$ cat config.mk
export PLATFORM = sky130hd
export DESIGN_NAME = vsr_fifo
export DESIGN_NICKNAME = d
export VERILOG_FILES = /design/src/hw/rtl/voxel_scatter_reduce_core_macros.svh /design/src/hw/rtl/vsr_fifo.sv
export SDC_FILE = /design/constraint.sdc
export NUM_CORES = 1
export LEC_CHECK = 0
export ABC_AREA = 1
export BUFFER_PORTS_ARGS = -buffer_cell sky130_fd_sc_hd__buf_2
export CELL_PAD_IN_SITES_DETAIL_PLACEMENT = 1
export CELL_PAD_IN_SITES_GLOBAL_PLACEMENT = 1
export CORE_MARGIN = 2
export CORE_UTILIZATION = 40
export DETAILED_ROUTE_END_ITERATION = 10
export PLACE_DENSITY = 0.78
export SLEW_MARGIN = 20
export SYNTH_ARGS = -nofsm -noshare
export SYNTH_HDL_FRONTEND = slang
export SYNTH_SLANG_ARGS = --single-unit
$ cat constraint.sdc
create_clock -name i_clk -period 1.9 [get_ports i_clk]
set_clock_uncertainty 0.1 [all_clocks]
set_input_delay 0.38 -clock i_clk [delete_from_list [all_inputs] [get_ports i_clk]]
set_output_delay 0.38 -clock i_clk [all_outputs]
set_load 0.1 [all_outputs]
$ cat src/hw/rtl/voxel_scatter_reduce_core_macros.svh
// assertion macros for the voxel scatter reduce core
`ifndef VOXEL_SCATTER_REDUCE_CORE_MACROS_SVH
`define VOXEL_SCATTER_REDUCE_CORE_MACROS_SVH

// same-cycle implication, checked outside reset
`define VSR_ASSERT_NOW(lbl, ante, cons, msg) \
    lbl: assert property (@(posedge i_clk) disable iff (!i_rst_n) (ante) |-> (cons)) \
        else $error(msg);

// next-cycle implication, checked outside reset
`define VSR_ASSERT_NEXT(lbl, ante, cons, msg) \
    lbl: assert property (@(posedge i_clk) disable iff (!i_rst_n) (ante) |=> (cons)) \
        else $error(msg);

`endif

$ cat src/hw/rtl/vsr_fifo.sv
module vsr_fifo #(
    parameter int W = 8
) (
    input  logic         i_clk,
    input  logic         i_rst_n,
    input  logic         i_push,
    input  logic [W-1:0] i_data,
    input  logic         i_pop,
    output logic [W-1:0] o_data,
    output logic         o_full,
    output logic         o_empty
);

    localparam int DEPTH = 4;
    localparam int PW = $clog2(DEPTH);

    logic [W-1:0]  r_mem [DEPTH];
    logic [PW-1:0] r_wptr;
    logic [PW-1:0] r_rptr;
    logic [PW:0]   r_count;

    assign o_full  = (r_count == (PW+1)'(DEPTH));
    assign o_empty = (r_count == '0);
    assign o_data  = r_mem[r_rptr];

    // storage
    always_ff @(posedge i_clk) begin
        if (i_push) begin
            r_mem[r_wptr] <= i_data;
        end
    end

    // pointers and fill count
    always_ff @(posedge i_clk) begin
        if (!i_rst_n) begin
            r_wptr  <= '0;
            r_rptr  <= '0;
            r_count <= '0;
        end else begin
            if (i_push) begin
                r_wptr <= r_wptr + 1'b1;
            end
            if (i_pop) begin
                r_rptr <= r_rptr + 1'b1;
            end
            if (i_push && !i_pop) begin
                r_count <= r_count + 1'b1;
            end else if (!i_push && i_pop) begin
                r_count <= r_count - 1'b1;
            end
        end
    end

endmodule

==> out/results.ini <==
[synth]
synth_top_area_share_pct = 58.6
netlist_instances = 134
synth_nets = 152
synth_area_leaders = edfxtp_1, dfxtp_1, o21ai_0
ys_types = 18
seq_area_frac_synth_pct = 69.6
syn_area_sq_um = 1640
yosys.area.top_type = edfxtp_1
yosysWarnings = 0
avgSynthCellArea_sq_um = 12.2
synth.ff_latch_count = 41

[global_routing]
antenna_found_initial = 0
grt_pass1_vias = 1239
grt_pass1_wl_um = 5830
grt_max_degree = 17
grt_remaining_overflow = 0
gr-usage-all-layers_pct = 18.2

[die]
num_rows = 23
io_pins = 22
core-area_sq_um = 3970
start_util_pct = 41.3
die_w_um = 68.0
die_area_sq_um = 4630
die_h_um = 68.0

[detailed_routing]
drt-total-wl_um = 3590
drt-wirelength-per-cell_um = 16.9
ant_nets = 0
wl_met2_um = 2070
drt_iter0_markers = 57
topRoutingLayerUsed = met4
drt-met1-wl_um = 1380
routed_via_density = 5.08
met3_length_um = 119
route.detailed.drc = 0
vias = 1083
firstDrtPassIters = 4

[power_and_ir_drop]
peakVddDrop_mv = 0.338
intPower_uw = 1460
switching_share_pct = 32.4
sequentialPowerShare_pct = 48.4
p_per_area_nw_per_um2 = 1010
power.switching_uw = 699
pwr-share-clk_pct = 24.9
p_comb_share_pct = 26.7
leakage_uw = 0.000823

[critical_path]
required_ns = 1.42
rrSetupSlack_ns = 0.48
cp.arrival_ns = 1.33
cp-start-kind = flop
timing.rr.start = r_wptr[0]
critPathKind = flop to output pin
cp-end-kind = output pin
critPathMaxFanout = 16

[placed_design]
place_inst = 205
hpwl_um = 2680
globalplace.congestion = 0.704
portBuffers = 21

[run]
drv_cap = 0

[run_status]
status = finished, final reports clean

[clock_tree]
h-tree-depth = 2
clock_latency_ns = 0.28
cts-buffers-inserted = 5
post_cts_buffers = 0
path_clk_slew_ns = 0.07
cts.sinks = 41
cts_root_buffer = clkbuf_8
tritoncts = built
cts_hold_repair.buffers = 0
clock_path_buffers = 2

[finish]
layout-drive-gt1-share_pct = 28.8
antennaDiodeCount = 0
nets = 180
fillerInstances = 411
multi_input_area_sq_um = 532
stdcell_count = 213
regArea_sq_um = 1140
area_delta_synth_final_pct = 30.4
final_core_util_pct = 53.8

[sta]
worst_pin_slew_ns = 0.487
holdWs_ns = 0.210
max_slew_margin_pct = 67.8
hold_viol = 0
drv_slew = 0
timing.final.crit_share_pct = 95.5
rsz0062_at_grt = false
setup_viol = 0
fmax_ghz = 0.551
min_period_ns = 1.81

[min_path]
hold_start = i_data[5]
hp-class = primary input to flop

## worst paths after layout
| path | end | cells after the start |
|---|---|---|
| max reg2reg | r_mem[0][5] | 4 |
| max | o_data[5] | 4 |
| min reg2reg | flop | 1 |
| min | r_mem[1][5] | 1 |
## cells in the mapped netlist
| cell | instances |
|---|---|
| a21oi_1 | 4 |
| buf_6 | 2 |
| dfxtp_1 | 9 |
| edfxtp_1 | 32 |
| fa_1 | 1 |
| ha_1 | 5 |
| inv_1 | 16 |
| inv_2 | 1 |
| nand2_1 | 9 |
| nand3_1 | 1 |
| nand4_1 | 1 |
| nor2_1 | 18 |
| nor2_2 | 3 |
| nor3_1 | 2 |
| o21ai_0 | 18 |
| o21ai_1 | 2 |
| o21ai_2 | 2 |
| o22ai_1 | 8 |
## area by class of cell
cell class                      instances  area share, %
Clock buffer                            8           3.75
Inverter                               17           3.10
Multi-Input combinational cell         74           24.9
Sequential cell                        41           53.5
Tap cell                               50           2.93
Timing Repair Buffer                   23           11.8
## power groups by stage
stage               Sequential (uW)  Combinational [uW]  Clock (uW)
floorplan                      1060                 396           0
global placement               1060                 553           0
detailed placement             1060                 575           0
CTS                            1050                 579         541
global route                   1050                 613         586
finish                         1050                 578         537
## per-layer routing
metal | vias to the layer above | track usage [%]
li1 | 523 | -
met1 | 537 | 19.3
met2 | 19 | 34.5
met3 | 4 | 5.43
met4 | 0 | 5.25
met5 | - | 0
## cell usage in the layout (no fill, tap or decap), types with 6 or more instances in the layout
cell type / instances
o21ai_1: 14
nand2_1: 9
inv_1: 15
buf_2: 13
edfxtp_1: 32
dfxtp_1: 7
o21ai_0: 6
nor2_1: 18
o22ai_4: 8
buf_12: 9
## worst max-delay path, stage by stage (launching register included)
cell and delay (ns):
dfxtp_2 0.38, buf_12 0.15, o21ai_1 0.11, o22ai_4 0.20, buf_12 0.20
## sequential cells by signal, indices dropped and copies added (netlist names), named ones only
| signal | flops |
|---|---|
| r_mem | 32 |
| r_count | 3 |
| r_rptr | 2 |
| r_wptr | 2 |
## through the flow
| stage | instance area (sq um) | total power [uW] | TNS (ns) | setup WS [ns] |
|---|---|---|---|---|
| floorplan | 1760 | 1450 | -0.306 | -0.153 |
| global placement | 2040 | 1610 | 0 | 0.242 |
| detailed placement | 2040 | 1640 | 0 | 0.171 |
| CTS | 2130 | 2170 | -0.000770 | -0.000770 |
| global route | 2140 | 2250 | 0 | 0.0137 |
| finish | 2140 | 2160 | 0 | 0.0856 |
## cell families (layout without fill, tap and decap cells)
logic type	count (synthesis)	in the layout	share of synthesized area (%)
flip-flops	41	41	69.6
adder cells (fa/ha/maj)	6	6	5.04
AND/OR/NAND/NOR	34	34	8.63
buffers and inverters	19	48	5.27
AO/OA/AOI/OAI	34	34	11.5
## what timing repair did
action | in CTS | in global routing
gates cloned | 0 | 0
setup endpoints to repair | 7 | 8
resized for setup | 12 | 7
No activity file was read; power rests on OpenSTA's default activity.
