## src/hw/rtl/voxel_scatter_reduce_core_macros.svh

```systemverilog
// assertion macros for the voxel scatter reduce core
`ifndef VOXEL_SCATTER_REDUCE_CORE_MACROS_SVH
`define VOXEL_SCATTER_REDUCE_CORE_MACROS_SVH

// same-cycle implication, checked outside reset
`define VSR_ASSERT_NOW(lbl, ante, cons, msg) \
    lbl: assert property (@(posedge i_clk) disable iff (!i_rst_n) (ante) |-> (cons)) \
        else $error(msg);

// next-cycle implication, checked outside reset
`define VSR_ASSERT_NEXT(lbl, ante, cons, msg) \
    lbl: assert property (@(posedge i_clk) disable iff (!i_rst_n) (ante) |=> (cons)) \
        else $error(msg);

`endif

```

## src/hw/rtl/vsr_pkg.sv

```systemverilog
package vsr_pkg;

    // feature lanes on the ports
    localparam int N_FEAT = 8;
    localparam int FEAT_W = 16;
    localparam int ACC_W  = 32;
    localparam int CNT_W  = 16;
    localparam int GRID_W = 13;
    localparam int CFG_IDX_W = 3;

    // reduction modes
    localparam logic [1:0] MODE_SUM  = 2'd0;
    localparam logic [1:0] MODE_MEAN = 2'd1;
    localparam logic [1:0] MODE_MAX  = 2'd2;

    // configuration register indexes
    localparam logic [CFG_IDX_W-1:0] CFG_MODE  = 3'd0;
    localparam logic [CFG_IDX_W-1:0] CFG_GRIDX = 3'd1;
    localparam logic [CFG_IDX_W-1:0] CFG_GRIDY = 3'd2;
    localparam logic [CFG_IDX_W-1:0] CFG_GRIDZ = 3'd3;
    localparam logic [CFG_IDX_W-1:0] CFG_FEATS = 3'd4;

    // item kinds
    localparam logic KIND_SCATTER = 1'b0;
    localparam logic KIND_READ    = 1'b1;

    typedef struct packed {
        logic [1:0]        mode;
        logic [GRID_W-1:0] grid_x;
        logic [GRID_W-1:0] grid_y;
        logic [GRID_W-1:0] grid_z;
        logic [3:0]        feats;
    } t_cfg;

    // classified item handed from front to back
    typedef struct packed {
        logic                          kind;
        logic                          ok;
        logic [N_FEAT-1:0][FEAT_W-1:0] feat;
    } t_cmd;

endpackage

```

## src/hw/rtl/vsr_front.sv

```systemverilog
module vsr_front #(
    parameter int MAX_VOXELS = 4096,
    parameter int IW = (MAX_VOXELS > 1) ? $clog2(MAX_VOXELS) : 1
) (
    input  logic                                          i_clk,
    input  logic                                          i_rst_n,
    input  vsr_pkg::t_cfg                                 i_cfg,
    input  logic                                          i_block,
    input  logic                                          i_valid,
    output logic                                          o_ready,
    input  logic                                          i_kind,
    input  logic [15:0]                                   i_x,
    input  logic [15:0]                                   i_y,
    input  logic [15:0]                                   i_z,
    input  logic [vsr_pkg::N_FEAT-1:0][vsr_pkg::FEAT_W-1:0] i_feat,
    output logic                                          o_push,
    output vsr_pkg::t_cmd                                 o_cmd,
    output logic [IW-1:0]                                 o_idx,
    input  logic                                          i_full
);

    localparam int GW = vsr_pkg::GRID_W;

    logic        r_s1_valid;
    logic        r_s1_kind;
    logic [15:0] r_s1_x;
    logic [15:0] r_s1_y;
    logic [15:0] r_s1_z;
    logic [vsr_pkg::N_FEAT-1:0][vsr_pkg::FEAT_W-1:0] r_s1_feat;

    logic            r_s2_valid;
    logic            r_s2_kind;
    logic            r_s2_rng;
    logic [3*GW-1:0] r_s2_px;
    logic [2*GW-1:0] r_s2_py;
    logic [GW-1:0]   r_s2_z;
    logic [vsr_pkg::N_FEAT-1:0][vsr_pkg::FEAT_W-1:0] r_s2_feat;

    logic [2*GW-1:0] r_yz;
    logic            adv;
    logic            rng;
    logic [3*GW:0]   idx_sum;

    assign adv     = !(r_s2_valid && i_full);
    assign o_ready = adv && !i_block;

    // grid bounds, coordinates below zero fail on the sign bit
    assign rng = !r_s1_x[15] && (r_s1_x < {3'b000, i_cfg.grid_x})
              && !r_s1_y[15] && (r_s1_y < {3'b000, i_cfg.grid_y})
              && !r_s1_z[15] && (r_s1_z < {3'b000, i_cfg.grid_z});

    // linear voxel index and capacity check
    assign idx_sum = {1'b0, r_s2_px} + {{(GW+1){1'b0}}, r_s2_py}
                   + {{(2*GW+1){1'b0}}, r_s2_z};

    assign o_push     = r_s2_valid && !i_full;
    assign o_cmd.kind = r_s2_kind;
    assign o_cmd.ok   = r_s2_rng && (idx_sum < (3*GW+1)'(MAX_VOXELS));
    assign o_cmd.feat = r_s2_feat;
    assign o_idx      = idx_sum[IW-1:0];

    // plane size from the grid registers
    always_ff @(posedge i_clk) begin
        r_yz <= i_cfg.grid_y * i_cfg.grid_z;
    end

    // valid bits of the two stages
    always_ff @(posedge i_clk) begin
        if (!i_rst_n) begin
            r_s1_valid <= 1'b0;
            r_s2_valid <= 1'b0;
        end else if (adv) begin
            r_s1_valid <= i_valid && o_ready;
            r_s2_valid <= r_s1_valid;
        end
    end

    // capture and multiply stages
    always_ff @(posedge i_clk) begin
        if (adv) begin
            r_s1_kind <= i_kind;
            r_s1_x    <= i_x;
            r_s1_y    <= i_y;
            r_s1_z    <= i_z;
            r_s1_feat <= i_feat;
            r_s2_kind <= r_s1_kind;
            r_s2_rng  <= rng;
            r_s2_px   <= r_s1_x[GW-1:0] * r_yz;
            r_s2_py   <= r_s1_y[GW-1:0] * i_cfg.grid_z;
            r_s2_z    <= r_s1_z[GW-1:0];
            r_s2_feat <= r_s1_feat;
        end
    end

endmodule

```

## config.mk

```make
export PLATFORM = sky130hd
export DESIGN_NAME = vsr_front
export DESIGN_NICKNAME = d
export VERILOG_FILES = /design/src/hw/rtl/voxel_scatter_reduce_core_macros.svh /design/src/hw/rtl/vsr_pkg.sv /design/src/hw/rtl/vsr_front.sv
export SDC_FILE = /design/constraint.sdc
export NUM_CORES = 2
export LEC_CHECK = 0
export ABC_AREA = 1
export CORE_UTILIZATION = 66
export CTS_CLUSTER_DIAMETER = 60
export DETAILED_ROUTE_END_ITERATION = 7
export DONT_BUFFER_PORTS = 1
export HOLD_SLACK_MARGIN = 0.08
export PLACE_DENSITY = 0.82
export SETUP_SLACK_MARGIN = 0.05
export SYNTH_ARGS = -nofsm -noshare
export SYNTH_HDL_FRONTEND = slang
export SYNTH_SLANG_ARGS = --single-unit
```

## constraint.sdc

```tcl
create_clock -name i_clk -period 16 [get_ports i_clk]
set_input_delay 1.6 -clock i_clk [delete_from_list [all_inputs] [get_ports i_clk]]
set_output_delay 1.6 -clock i_clk [all_outputs]
set_load 0.1 [all_outputs]
```

==> metrics.log <==
[metrics] most frequent CP cell: sky130_fd_sc_hd__nand2_1
[metrics] all-layer global routing usage: 0.326
[metrics] vias after detailed routing: 26,500
[metrics] CP Cell Sequence: fa_1, ha_1, inv_1, fa_1, nor2_1, nand3_1, nand3_2, nand2_1, nand2_2, nand2_1, nand2_1, xor2_1, o21ai_1, nor2_1, nand3_1, nor2_2
[metrics] sum of routed wire length over all layers: 92,800 um
[metrics] portion of the post-synthesis area used by sequential elements: 0.317
[metrics] Worst setup SP type: flop
[metrics] ratio of final minimum period to clock period: 0.396
[metrics] arrival time of data at the critical path endpoint: 4.73 ns
[metrics] Final setup violation count: 0
[metrics] number of pins with negative max-slew slack in the final report: 0
[metrics] most common cell after layout, fill and taps aside: sky130_fd_sc_hd__inv_1
[metrics] slowest library cell on the worst path: sky130_fd_sc_hd__nor2_2
[metrics] width of the chip: 243 um
[metrics] number of hold violations in the final report: 0
[metrics] clock-pin slew reported for the worst setup and hold paths after clock tree synthesis: 0.06 ns
[metrics] post-synthesis to final-layout area growth: 5.88%
[metrics] final weighted congestion in routability-driven placement: 0.952
[metrics] largest area contributor in the netlist: sky130_fd_sc_hd__edfxtp_1
[metrics] CTS Hold Buffers Added: 0
[metrics] Routed Antenna Nets: 0
[metrics] Post-Syn Area per Cell: 9.44 um2
[metrics] vias in the first global route: 27,800
[metrics] net count of the finished layout: 5,036
[metrics] unrepaired setup endpoints after global routing: false
[metrics] min Tclk post-route: 6.33 ns
[metrics] std cell rows: 87
[metrics] Post-CTS Resized: 0
[metrics] area taken by multi-input logic gates: 21,600 um2
[metrics] H-Tree Level Count: 2
[metrics] Critical Path Max Stage Delay: 0.89 ns
[metrics] pin count of the biggest net entering global routing: 89
[metrics] logic depth of the worst path, buffers included: 16
[metrics] count of fill cells added during filler insertion: 4,192
[metrics] worst relative slew slack: 0.243
[metrics] number of buffer and inverter instances along the worst setup path: 1
[metrics] number of design rule violations left after detail routing: 0
[metrics] number of max-capacitance violations reported: 0
[metrics] dominant cells by area after synthesis: sky130_fd_sc_hd__edfxtp_1 (30%), sky130_fd_sc_hd__fa_1 (27%), sky130_fd_sc_hd__inv_1 (10%), sky130_fd_sc_hd__ha_1 (9.9%), sky130_fd_sc_hd__nand2_1 (9.8%)
[metrics] Initial DRT Pass Iterations: 5
[metrics] Slew @ Worst Pin: 1.13 ns
[metrics] overflow left after global routing: 0
[metrics] commonest cells after routing, fill and taps aside: sky130_fd_sc_hd__inv_1 (1,063), sky130_fd_sc_hd__nand2_1 (997), sky130_fd_sc_hd__fa_1 (520), sky130_fd_sc_hd__edfxtp_1 (385), sky130_fd_sc_hd__ha_1 (301)
[metrics] initial standard-cell utilization of the core: 0.672
[metrics] number of distinct library cells after synthesis: 48
[metrics] # clock sinks: 413
[metrics] Post-Route Skew: 0.0270 ns
[metrics] Primary FF master, synth: sky130_fd_sc_hd__edfxtp_1
[metrics] TritonCTS clock tree: done
[metrics] kind of cell adding the most delay to the critical path: simple AND/OR/NAND/NOR gates
[metrics] top-area cell type share of the netlist area: 0.303
[metrics] Post-Syn Nets: 5,093
[metrics] HPWL reported at the end of detailed placement: 71,100 um
[metrics] number of flip-flops and latches in the synthesized netlist: 413
[metrics] critical path endpoint category: output pin
[metrics] first-pass GRT wire length: 147,000 um
[metrics] worst hold path type: reg -> reg
[metrics] share of flip-flops with an asynchronous set or reset after synthesis: 0
[metrics] Post CTS Setup Buffer Count: 0
[metrics] Worst Hold Path Cells: 0
[metrics] Die ar.: 58,800 um2
[metrics] port buffer count: 0
[metrics] number of DRC violations after detailed-routing iteration 0: 2,138
[metrics] number of cell instances on the worst register-to-register path: 20
[metrics] number of warning messages in the yosys log: 0
[metrics] Via density: 5.54
[metrics] number of standard cells after synthesis: 4,045
[metrics] height of the die: 243 um
[metrics] critical setup path kind: reg -> out
[metrics] core area: 56,800 um2
[metrics] antenna violations before repair: 2
[metrics] clock root buffer: sky130_fd_sc_hd__clkbuf_16
[metrics] status: finished clean
[metrics] clock tree buffer depth: 3
[metrics] area of all sequential standard cells: 12,100 um2
[metrics] Synth Cell Area: 38,200 um2
[metrics] fraction of final layout cells with drive strength greater than 1: 0.0408
[metrics] number of flops mapped to enable cells by yosys: 385
[metrics] I/O pins: 371
[metrics] Post-Route Setup TNS: 0 ns
[metrics] Clk Latency, worst-skew pair: 0.59 ns
[metrics] Data required, critical path: 14.40 ns
[metrics] WL/cell: 19.4 um
[metrics] fmax: 0.158 GHz
[metrics] largest driver fanout on the critical path: 4
[metrics] number of buffers inserted during clock tree synthesis: 45
worst paths after layout:
kind | slack, ns | endpoint | start
max | 9.67 | o_cmd[128] | r_s2_z[1]
max reg2reg | 10.05 | r_s2_px[29] | r_s1_x[12]
min reg2reg | 0.41 | o_cmd[1] | r_s1_feat[1]
min | 0.41 | o_cmd[1] | r_s1_feat[1]
logic make-up (layout without fill, tap and decap cells):
logic type	Yosys count	in the layout	synth area share
adder cells (fa/ha/maj)	821	821	0.371
XOR/XNOR	94	94	0.0216
other	0	2	0
buffers and inverters	1197	1176	0.118
AND/OR/NAND/NOR	1267	1267	0.133
flip-flops	413	413	0.317
AO/OA/AOI/OAI	253	253	0.0393
state kept, by name (all words and copies together), names as in the netlist:
signal	flops
r_s1_z	16
r_s1_y	16
r_yz	26
r_s2_valid	1
r_s2_py	26
r_s1_valid	1
r_s1_x	16
r_s1_kind	1
r_s1_feat	128
r_s2_kind	1
r_s2_z	13
o_cmd	128
r_s2_rng	1
r_s2_px	39
synthesized netlist by cell type (all sizes together) (28+ instances only):
library cell,n
xnor2,31
edfxtp,385
o21ai,58
a21oi,120
fa,520
xor2,63
clkbuf,113
nor2,134
ha,301
nand2,1007
nand3,76
inv,1065
dfxtp,28
metrics by stage:
step                      hold slack [ns]  setup slack (ns)  instance area [um2]  utilization  std cells
after global placement              0.400              9.83                38900        0.685       4697
after global routing                0.416              9.48                40400        0.711       4781
after CTS                           0.415              9.68                40400        0.711       4780
after floorplan                     0.400              2.30                38200            -       4045
final                               0.411              9.67                40400        0.712       4782
after detailed placement            0.405              9.77                38900        0.685       4697
final cells by class:
class | count | area share
Tap cell | 756 | 0.0234
Clock buffer | 53 | 0.0293
Multi-Input combinational cell | 2435 | 0.535
Timing Repair Buffer | 28 | 0.00520
Inverter | 1065 | 0.0989
Clock inverter | 30 | 0.00783
Sequential cell | 413 | 0.300
Antenna cell | 2 | 0.000124
metal layers:
layer / vias to the layer above / global-route usage / part of all wire
met5: - / 0 / 0
met4: 0 / 0.123 / 0.037
met3: 229 / 0.0533 / 0.080
met2: 1226 / 0.571 / 0.51
met1: 13000 / 0.405 / 0.38
li1: 12000 / - / -
Power is not shown: default switching activity piles up to over one toggle a cycle in this logic, so the estimate is an artifact.
